$ cat src/rtl/curupira2_block_encrypt_macros.svh
// Assertion macros shared by the block encryption pipeline.
`ifndef CURUPIRA2_BLOCK_ENCRYPT_MACROS_SVH
`define CURUPIRA2_BLOCK_ENCRYPT_MACROS_SVH

// Implication checked in the same cycle; the consequent may carry a fixed delay.
`define C2BE_ASSERT_IMPL(label, clk, rst, ante, cons, msg) \
   label: assert property (@(posedge clk) disable iff (rst) (ante) |-> cons) \
      else $error(msg);

// Implication checked in the cycle after the antecedent.
`define C2BE_ASSERT_NEXT(label, clk, rst, ante, cons, msg) \
   label: assert property (@(posedge clk) disable iff (rst) (ante) |=> (cons)) \
      else $error(msg);

`endif

$ cat src/rtl/c2be_pkg.sv
// Types, constants and byte functions of the Curupira-2 encryption pipeline.
package c2be_pkg;

   localparam int HALF_BITS      = 48;
   localparam int BLOCK_BYTES    = 12;
   localparam int ROUND_COUNT_DEF = 10;

   localparam logic [7:0] XMUL_POLY = 8'h4D;
   localparam logic [3:0] NIB_HI    = 4'hC;
   localparam logic [3:0] NIB_LO    = 4'h3;

   // Configuration register indexes.
   localparam logic CSR_KEY_UPPER = 1'b0;
   localparam logic CSR_KEY_LOWER = 1'b1;

   // Byte 0 is the most significant byte of the packed vector.
   typedef logic [0:BLOCK_BYTES-1][7:0] c2be_bytes_type;

   typedef struct packed {
      c2be_bytes_type blk;
      c2be_bytes_type key;
   } c2be_state_type;

   typedef struct packed {
      logic           valid;
      c2be_state_type data;
   } c2be_stage_type;

   localparam logic [3:0] MINI_P [16] = '{
      4'h3, 4'hF, 4'hE, 4'h0, 4'h5, 4'h4, 4'hB, 4'hC,
      4'hD, 4'hA, 4'h9, 4'h6, 4'h7, 4'h8, 4'h2, 4'h1
   };
   localparam logic [3:0] MINI_Q [16] = '{
      4'h9, 4'hE, 4'h5, 4'h6, 4'hA, 4'h2, 4'h3, 4'hC,
      4'hF, 4'h0, 4'h4, 4'hD, 4'h7, 4'hB, 4'h1, 4'h8
   };

   // S-box built from three passes over the mini-boxes.
   function automatic logic [7:0] sbox(input logic [7:0] v);
      logic [3:0] hi;
      logic [3:0] lo;
      logic [3:0] mid;
      logic [3:0] lo2;
      logic [3:0] hi2;
      logic [3:0] lo3;
      hi  = MINI_P[v[7:4]];
      lo  = MINI_Q[v[3:0]];
      mid = MINI_Q[(hi & NIB_HI) ^ {2'b00, lo[3:2]}];
      lo2 = MINI_P[{hi[1:0], 2'b00} ^ (lo & NIB_LO)];
      hi2 = MINI_P[(mid & NIB_HI) ^ {2'b00, lo2[3:2]}];
      lo3 = MINI_Q[{mid[1:0], 2'b00} ^ (lo2 & NIB_LO)];
      return {hi2, lo3};
   endfunction

   function automatic logic [7:0] xmul(input logic [7:0] v);
      logic [7:0] s;
      s = {v[6:0], 1'b0};
      return v[7] ? (s ^ XMUL_POLY) : s;
   endfunction

   function automatic logic [7:0] tee0(input logic [7:0] v);
      return {v[2:0], 5'b00000} ^ {v[4:0], 3'b000};
   endfunction

   function automatic logic [7:0] tee1(input logic [7:0] v);
      return v ^ (v >> 3) ^ (v >> 5);
   endfunction

   // Key addition: the first byte of each triple of the key goes through the S-box.
   function automatic c2be_bytes_type add_key(input c2be_bytes_type b,
                                             input c2be_bytes_type k);
      c2be_bytes_type r;
      r = b;
      for (int i = 0; i < BLOCK_BYTES; i += 3) begin
         r[i]   = b[i]   ^ sbox(k[i]);
         r[i+1] = b[i+1] ^ k[i+1];
         r[i+2] = b[i+2] ^ k[i+2];
      end
      return r;
   endfunction

endpackage

$ cat src/rtl/c2be_whiten_cell.sv
// Entry cell of the pipeline: registers the block after the whitening key addition.
module c2be_whiten_cell (
   input  logic                    clock,
   input  logic                    reset,
   input  logic                    in_valid,
   output logic                    in_ready,
   input  c2be_pkg::c2be_bytes_type in_blk,
   input  c2be_pkg::c2be_bytes_type in_key,
   output c2be_pkg::c2be_stage_type out_link,
   input  logic                    out_ready
);
   import c2be_pkg::*;

   logic           valid_ff;
   logic           valid_in;
   c2be_state_type data_ff;
   logic           load;

   assign in_ready = !valid_ff || out_ready;
   assign load     = in_valid && in_ready;
   assign valid_in = load || (valid_ff && !out_ready);

   always_ff @(posedge clock) begin
      if (reset) begin
         valid_ff <= 1'b0;
      end else begin
         valid_ff <= valid_in;
      end
   end

   always_ff @(posedge clock) begin
      if (load) begin
         data_ff.blk <= add_key(in_blk, in_key);
         data_ff.key <= in_key;
      end
   end

   assign out_link.valid = valid_ff;
   assign out_link.data  = data_ff;

endmodule

$ cat config.mk
export PLATFORM = sky130hd
export DESIGN_NAME = c2be_whiten_cell
export DESIGN_NICKNAME = d
export VERILOG_FILES = /design/src/rtl/curupira2_block_encrypt_macros.svh /design/src/rtl/c2be_pkg.sv /design/src/rtl/c2be_whiten_cell.sv
export SDC_FILE = /design/constraint.sdc
export NUM_CORES = 1
export LEC_CHECK = 0
export BUFFER_PORTS_ARGS = -buffer_cell sky130_fd_sc_hd__clkbuf_2
export CORE_MARGIN = 1.5
export CORE_UTILIZATION = 46
export DETAILED_ROUTE_END_ITERATION = 16
export PLACE_DENSITY = 0.77
export SYNTH_ARGS = -nofsm -noshare
export SYNTH_HDL_FRONTEND = slang
export SYNTH_SLANG_ARGS = --single-unit
$ cat constraint.sdc
create_clock -name clock -period 5.17 [get_ports clock]
set_input_delay 0.517 -clock clock [delete_from_list [all_inputs] [get_ports clock]]
set_output_delay 0.517 -clock clock [all_outputs]
set_load 0.005 [all_outputs]
==> results by group, run 1 <==
Synthesis
  – Fraction of post-synthesis cell area in the top cell type by area: 0.5079
  – Number of distinct standard cells referenced by the synthesized netlist: 74
  – Sequential-to-total area share from yosys stat: 0.5096
  – Primary flip-flop cell chosen by synthesis mapping: edfxtp_1
  – Cell count after synthesis: between 800 and 900
  – Cell with the most instances after synthesis: edfxtp_1
  – Total standard cell area after synthesis: ~11,000 um^2
  – Ranking of synthesized cells by area: edfxtp_1, ha_1, mux2i_1
  – Per-instance average area after synthesis: 13.45 um^2
  – Number of warnings printed during yosys synthesis: 0
  – Asr flop ratio synth: 0
  – Synthesized netlist net count: 1,124
  – Number of flip-flops and latches in the synthesized netlist: 193
  – Most numerous cell types in the synthesized netlist: edfxtp_1, mux2i_1, ha_1
  – Area leader, netlist: edfxtp_1
  – EDFF count, synth: 192

Finish
  – Register area: 5786 um^2
  – Area of the multi-input gates: around 5100 um^2
  – Final Net Count: 1,507
  – Share of cells above drive strength 1: 0.4040
  – Area delta synth->final: 24.60%
  – Non-Filler Cell Area, Final: 14,140 um^2
  – # diodes: 0
  – Fill cell count: slightly below 2,000

Global routing
  – Number of antenna violations at the first check in global routing: 1
  – GRT Total Usage: 0.2117
  – Pin count of the biggest net entering global routing: 134
  – Vias in the first global route: 7,841
  – Global-route wire length before repair: 42,230 um
  – Leftover overflow at the end of global routing: 0

Floorplanning
  – Die width: between 150 and 200 um
  – Core area: about 24,000 um^2
  – Y dimension of the die: 160.1 um
  – Io pins: 390
  – Die footprint: 25,630 um^2
  – Initial Utilization: 0.4682
  – Number of standard-cell rows in the floorplan: 57

Detailed routing
  – Via-per-instance ratio: between 5 and 6
  – Final routed DRC violation total: 0
  – DR WL/cell: 17.62 um
  – Via count of the routed design: 7,999
  – Initial DRC count: roughly 370
  – Total iterations of the first detailed-routing run: 5
  – Total wirelength of the detailed-routed design: 27,560 um
  – Antenna Violating Nets Remaining: 0

Worst setup path
  – Cell repeated most along the worst path: ha_1
  – Startpoint Class: input pin
  – Critical path origin: in_key[16]
  – Largest stage delay, worst path: 560 ps
  – Data arrival at the endpoint of the critical path: 3630 ps
  – Library cell contributing the largest single delay on the critical path: mux4_2
  – Top fanout value on the critical path: 9
  – Worst-path cell chain: clkbuf_2 -> inv_1 -> ha_1 -> mux4_2 -> ha_1 -> nand2b_1 -> o21ai_0 -> o21ai_0 -> inv_1 -> ha_1 -> mux2_1 -> mux2i_1 -> xnor2_1
  – Nature of the critical path endpoint: flop
  – CP Class: input pin to flop
  – Reg2Reg Launch Point: valid_ff
  – Data required time of the critical path: 5360 ps

Placement
  – I/O Buffers: between 300 and 400
  – GP Congestion: 0.8341
  – Sum of net half-perimeters after detailed placement: 21,290 um
  – Placed cell areas: 13,540 um^2

CTS
  – # Post-CTS Setup Buffers: 0
  – Clock Path Buffers: 2
  – Post-CTS clock slew at the launch and capture registers of the worst setup and hold paths: 80 ps
  – TritonCTS Buffers: 17
  – Clock tree from TritonCTS: yes
  – Clock Sink Count: 193
  – Deepest level of the CTS H-tree: 4
  – Clock network latency to the later pin of the worst-skew pair: approximately 420 ps
  – Clk Tree Root Cell: clkbuf_16
  – Post-CTS Resized: 0
  – Hold_buf cts: 0

STA
  – Period utilisation layout: 0.6666
  – RSZ-0062 raised after global routing: no
  – Final-report hold violation count: 0
  – Final Max Tran Viols: 0
  – Minimum period implied by the final worst setup slack: 3446 ps
  – Highest attainable clock frequency: 290.2 MHz
  – Relative max-transition margin: 0.3613
  – Worst clock skew on the final layout: 9.874 ps
  – Count of final setup violators: 0
  – Fin Setup TNS: 0 ps
  – Slew at the pin with the worst max-slew slack: 931.5 ps

Worst hold path
  – Path class of the lowest-slack min-delay path: input pin to flop
  – Hold Path Origin: reset

Power and ir drop
  – Worst IR Drop VDD: 0.0002133 V
  – Power per cell area: 339.8 nW/um^2
  – Cell leakage power: 6.415 nW

Run status
  – Outcome: complete, no violations

Flow run
  – Number of max-cap violations: 0
worst max-delay path: cells and delay by family:
| family | cells | cell delay (ps) |
|---|---|---|
| muxes | 3 | 1010 |
| buffers and inverters | 3 | 460 |
| AOI/OAI and AO/OA | 2 | 470 |
| and+or+nand+nor | 1 | 130 |
| adders and majority gates | 3 | 960 |
| xor gates and xnor gates | 1 | 80 |
kinds of logic after synthesis:
logic type	after synthesis	share of synthesized area
buffers and inverters	101	0.04122
muxes	133	0.1412
AOI/OAI and AO/OA	109	0.07914
adders and majority gates	84	0.09258
xor gates and xnor gates	109	0.08476
and+or+nand+nor	115	0.05147
DFF	193	0.5096
cells in the final DEF, fill, tap and decap left out, types with 8 or more instances in the layout:
cell type | Yosys | final
a21oi_1 | 11 | 11
clkbuf_16 | 0 | 17
clkbuf_2 | 1 | 389
edfxtp_1 | 192 | 192
ha_1 | 84 | 84
inv_1 | 70 | 70
mux2_2 | 22 | 22
mux2i_1 | 86 | 86
mux4_2 | 12 | 12
nand2_1 | 38 | 38
nor2_1 | 19 | 19
nor2b_1 | 8 | 8
nor3_1 | 8 | 8
o211ai_1 | 17 | 17
o21ai_0 | 19 | 19
xnor2_1 | 26 | 26
xor2_1 | 82 | 82
path summary, 6_finish.rpt:
| check | depth (start not counted) | slack [ps] | end |
|---|---|---|---|
| worst max-delay path | 13 | 1720 | out_link[112] |
| worst min-delay path | 2 | 240 | valid_ff |
| worst max register to register | 3 | 3490 | out_link[0] |
| worst min register to register | 2 | 560 | valid_ff |
final cells by class:
cell class / count / share of cell area
sequential: 193 / 0.4090
timing repair buffer: 391 / 0.1396
inverter: 74 / 0.01964
clock inverter: 14 / 0.01212
tap: 324 / 0.02866
clock buffer: 18 / 0.03034
multi-input combinational: 550 / 0.3606
metal layers:
layer,vias to the layer above,global-route usage,share of wire
li1,3842,-,-
met3,47,0.04675,0.062
met1,3801,0.2570,0.41
met2,309,0.3632,0.50
met5,-,0,0
met4,0,0.08963,0.035
per-stage QoR:
step	setup WS, ps	power, mW	cells	utilization	hold slack (ps)
after detailed placement	1291	3.480	1532	0.5586	545.2
after floorplan	1690	3.020	844	-	506.2
after CTS	1732	4.848	1564	0.5833	217.4
after global placement	1361	3.430	1532	0.5586	518.9
final	1724	4.807	1564	0.5833	235.0
after global routing	1487	5.060	1564	0.5833	214.6
sequential cells by signal (all words and copies together), names as in the netlist:
signal and flops:
out_link 192, valid_ff 1
power by group:
part	internal [mW]	switching (mW)	total, mW
Combinational	0.660	0.780	1.44
Sequential	1.95	0.0505	2.00
Clock	0.693	0.669	1.36
Total	3.31	1.50	4.81
(Power assumes the default switching activity.)
==> run 2, diff against run 1 <==
- clock period: 5.17 -> 2.82 ns (I/O delays scaled with it)
==> results by group, run 2 (synthesized netlist as in run 1, its figures left out) <==
Finish
  – Area delta synth->final: 35.63%
  – Final Net Count: 1,636 (+8.6%)
  – Fill cell count: 1,907 (-4.2%)
  – Final standard cell count with taps included and fillers excluded: 1,693 (+8.2%)
  – Most used cells in the layout excluding fill and tap cells: clkbuf_2, edfxtp_1, buf_4
  – Share of cells above drive strength 1: 0.4850 (+0.08099)
  – Register area: 5786 um^2 (unchanged)
  – Number of flip-flops under the largest register name: 192 (unchanged)
  – # diodes: 0 (unchanged)
  – Area of the multi-input gates: 5321 um^2 (+4.3%)
  – Most common library cell in the layout ignoring fill and taps: clkbuf_2

Run status
  – Outcome: complete, no violations

Detailed routing
  – Antenna Violating Nets Remaining: 0 (unchanged)
  – Initial DRC count: 421 (+13%)
  – Via count of the routed design: 8,328 (+4.1%)
  – Wire length on met3: 1695 um (-0.29%)
  – DRT met1 WL: 10,470 um (-6.4%)
  – Met2 wire len: 14,180 um (+3.5%)
  – Top routing layer in use: met4
  – Total iterations of the first detailed-routing run: 6 (+1)
  – Total wirelength of the detailed-routed design: 26,860 um (-2.5%)
  – Final routed DRC violation total: 0 (unchanged)
  – DR WL/cell: 15.87 um (-10%)
  – Via-per-instance ratio: 4.919 (-3.8%)

Worst setup path
  – Nature of the critical path endpoint: flop
  – Cell repeated most along the worst path: ha_4
  – FF-to-FF path depth: 3 (unchanged)
  – Worst Setup EP: out_link[119]
  – Minimum setup slack among reg-to-reg paths: 1180 ps (-2310 ps)
  – CP Class: input pin to flop
  – Critical path's top delay family: multiplexers
  – Largest stage delay, worst path: 510 ps (-50 ps)
  – Logic depth of the worst setup path including buffers: 11 (-2)
  – Library cell contributing the largest single delay on the critical path: mux4_2
  – Data arrival at the endpoint of the critical path: 2880 ps (-750 ps)
  – Worst-path cell chain: clkbuf_2 -> clkinvlp_4 -> ha_4 -> mux4_2 -> ha_4 -> mux2_2 -> mux2_4 -> ha_4 -> mux2_2 -> mux2i_1 -> xor2_1
  – Worst path bufs/invs: 2 (-1)
  – Reg2Reg Launch Point: valid_ff
  – Data required time of the critical path: 3000 ps (-2360 ps)
  – Critical path origin: in_key[16]
  – Top fanout value on the critical path: 4 (-5)
  – FF-to-FF End: out_link[15]
  – Startpoint Class: input pin

Power and ir drop
  – Cell leakage power: 7.069 nW (+10%)
  – Overall power of the completed layout: 9.291 mW (+93%)
  – Power per cell area: 603.4 nW/um^2 (+78%)
  – Worst IR Drop VDD: 0.0003653 V (+71%)

Global routing
  – Vias in the first global route: 8,465 (+8.0%)
  – Number of antenna violations at the first check in global routing: 2 (+1)
  – Leftover overflow at the end of global routing: 0 (unchanged)
  – Global-route wire length before repair: 41,990 um (-0.57%)
  – Pin count of the biggest net entering global routing: 60 (-55%)
  – GRT Total Usage: 0.2090 (-0.002701)

Placement
  – GP Congestion: 0.8667 (+3.9%)
  – Sum of net half-perimeters after detailed placement: 21,390 um (+0.43%)
  – I/O Buffers: 389 (unchanged)
  – Number of cells after detailed placement: 1,661 (+8.4%)
  – Placement-stage worst setup slack: -336.6 ps (-1628 ps)

STA
  – Final-report hold violation count: 0 (unchanged)
  – Relative max-transition margin: 0.3990 (+0.03778)
  – Highest attainable clock frequency: about 370 MHz
  – Worst clock skew on the final layout: 9.137 ps (-0.7378 ps)
  – Slew at the pin with the worst max-slew slack: 900.0 ps (-31.47 ps)
  – Period utilisation layout: 0.9571
  – RSZ-0062 raised after global routing: no
  – Minimum period implied by the final worst setup slack: ~2700 ps
  – Worst Setup Slack, final: 121.0 ps (-1603 ps)
  – Final Max Tran Viols: 0 (unchanged)
  – Count of final setup violators: 0 (unchanged)

CTS
  – TritonCTS Buffers: 17 (unchanged)
  – Deepest level of the CTS H-tree: 4 (unchanged)
  – Clk Tree Root Cell: clkbuf_16
  – Post-CTS clock slew at the launch and capture registers of the worst setup and hold paths: 70 ps (about the same)
  – Hold_buf cts: 0 (unchanged)
  – Clock tree from TritonCTS: yes
  – Clock Sink Count: 193 (unchanged)
  – Clock network latency to the later pin of the worst-skew pair: 440 ps (+20 ps)
  – Clock Path Buffers: 2 (unchanged)

Worst hold path
  – Path class of the lowest-slack min-delay path: input pin to flop

Floorplanning
  – Y dimension of the die: 160.1 um (unchanged)
  – Core area: 24,250 um^2 (unchanged)
  – Die footprint: 25,630 um^2 (unchanged)
  – Initial Utilization: 0.4682 (unchanged)
  – Number of standard-cell rows in the floorplan: 57 (unchanged)
  – Die width: 160.1 um (unchanged)
  – Io pins: 390 (unchanged)

Flow run
  – Number of max-cap violations: 0 (unchanged)
run 2: cell types whose count changed in the layout (fill, tap and decap cells not counted), sizes merged:
cell      previous run  this run
clkinvlp             2         4
clkbuf             407       406
inv                 78        79
buf                  2       131
clkinv               7         5
run 2: layout make-up:
cell class | instances | area share
multi-input cells | 550 | 0.3456
flip-flops and latches | 193 | 0.3758
inverters | 74 | 0.01999
clock inverters | 15 | 0.01113
repair buffers | 520 | 0.1936
well taps | 324 | 0.02633
clock buffers | 17 | 0.02763
run 2: report_power, final:
group          switching, mW  internal (mW)  total, mW
Sequential            0.0844           3.58       3.66
Clock                   1.22           1.27       2.49
Combinational           1.54           1.60       3.14
Total                   2.84           6.45       9.29
run 2: worst min-delay path by stage:
stage,from,end,slack [ps],cells past startpoint
after floorplan,reset,valid_ff,350,1
after global placement,reset,valid_ff,480,2
after detailed placement,reset,valid_ff,480,2
after CTS,reset,valid_ff,20,2
after global routing,reset,valid_ff,20,2
final,reset,valid_ff,30,2
run 2: timing repair:
item	4_1_cts	5_1_grt
setup endpoints to repair	0	1
resized for setup	0	1
setup buffers	0	0
run 2: per-layer routing:
| metal | up-vias | GRT usage |
|---|---|---|
| li1 | 4105 | - |
| met1 | 3919 | 0.2283 |
| met2 | 271 | 0.3931 |
| met3 | 33 | 0.05169 |
| met4 | 0 | 0.06882 |
| met5 | - | 0 |
run 2: through the flow:
step | TNS [ps] | util | hold slack [ps] | instance area [um^2]
2_1_floorplan | -379.9 | - | 351.1 | 11600
3_3_place_gp | -4853 | 0.6102 | 481.7 | 14800
3_5_place_dp | -7365 | 0.6102 | 482.3 | 14800
4_1_cts | 0 | 0.6348 | 18.60 | 15390
5_1_grt | 0 | 0.6350 | 16.41 | 15400
6_report | 0 | 0.6350 | 34.20 | 15400
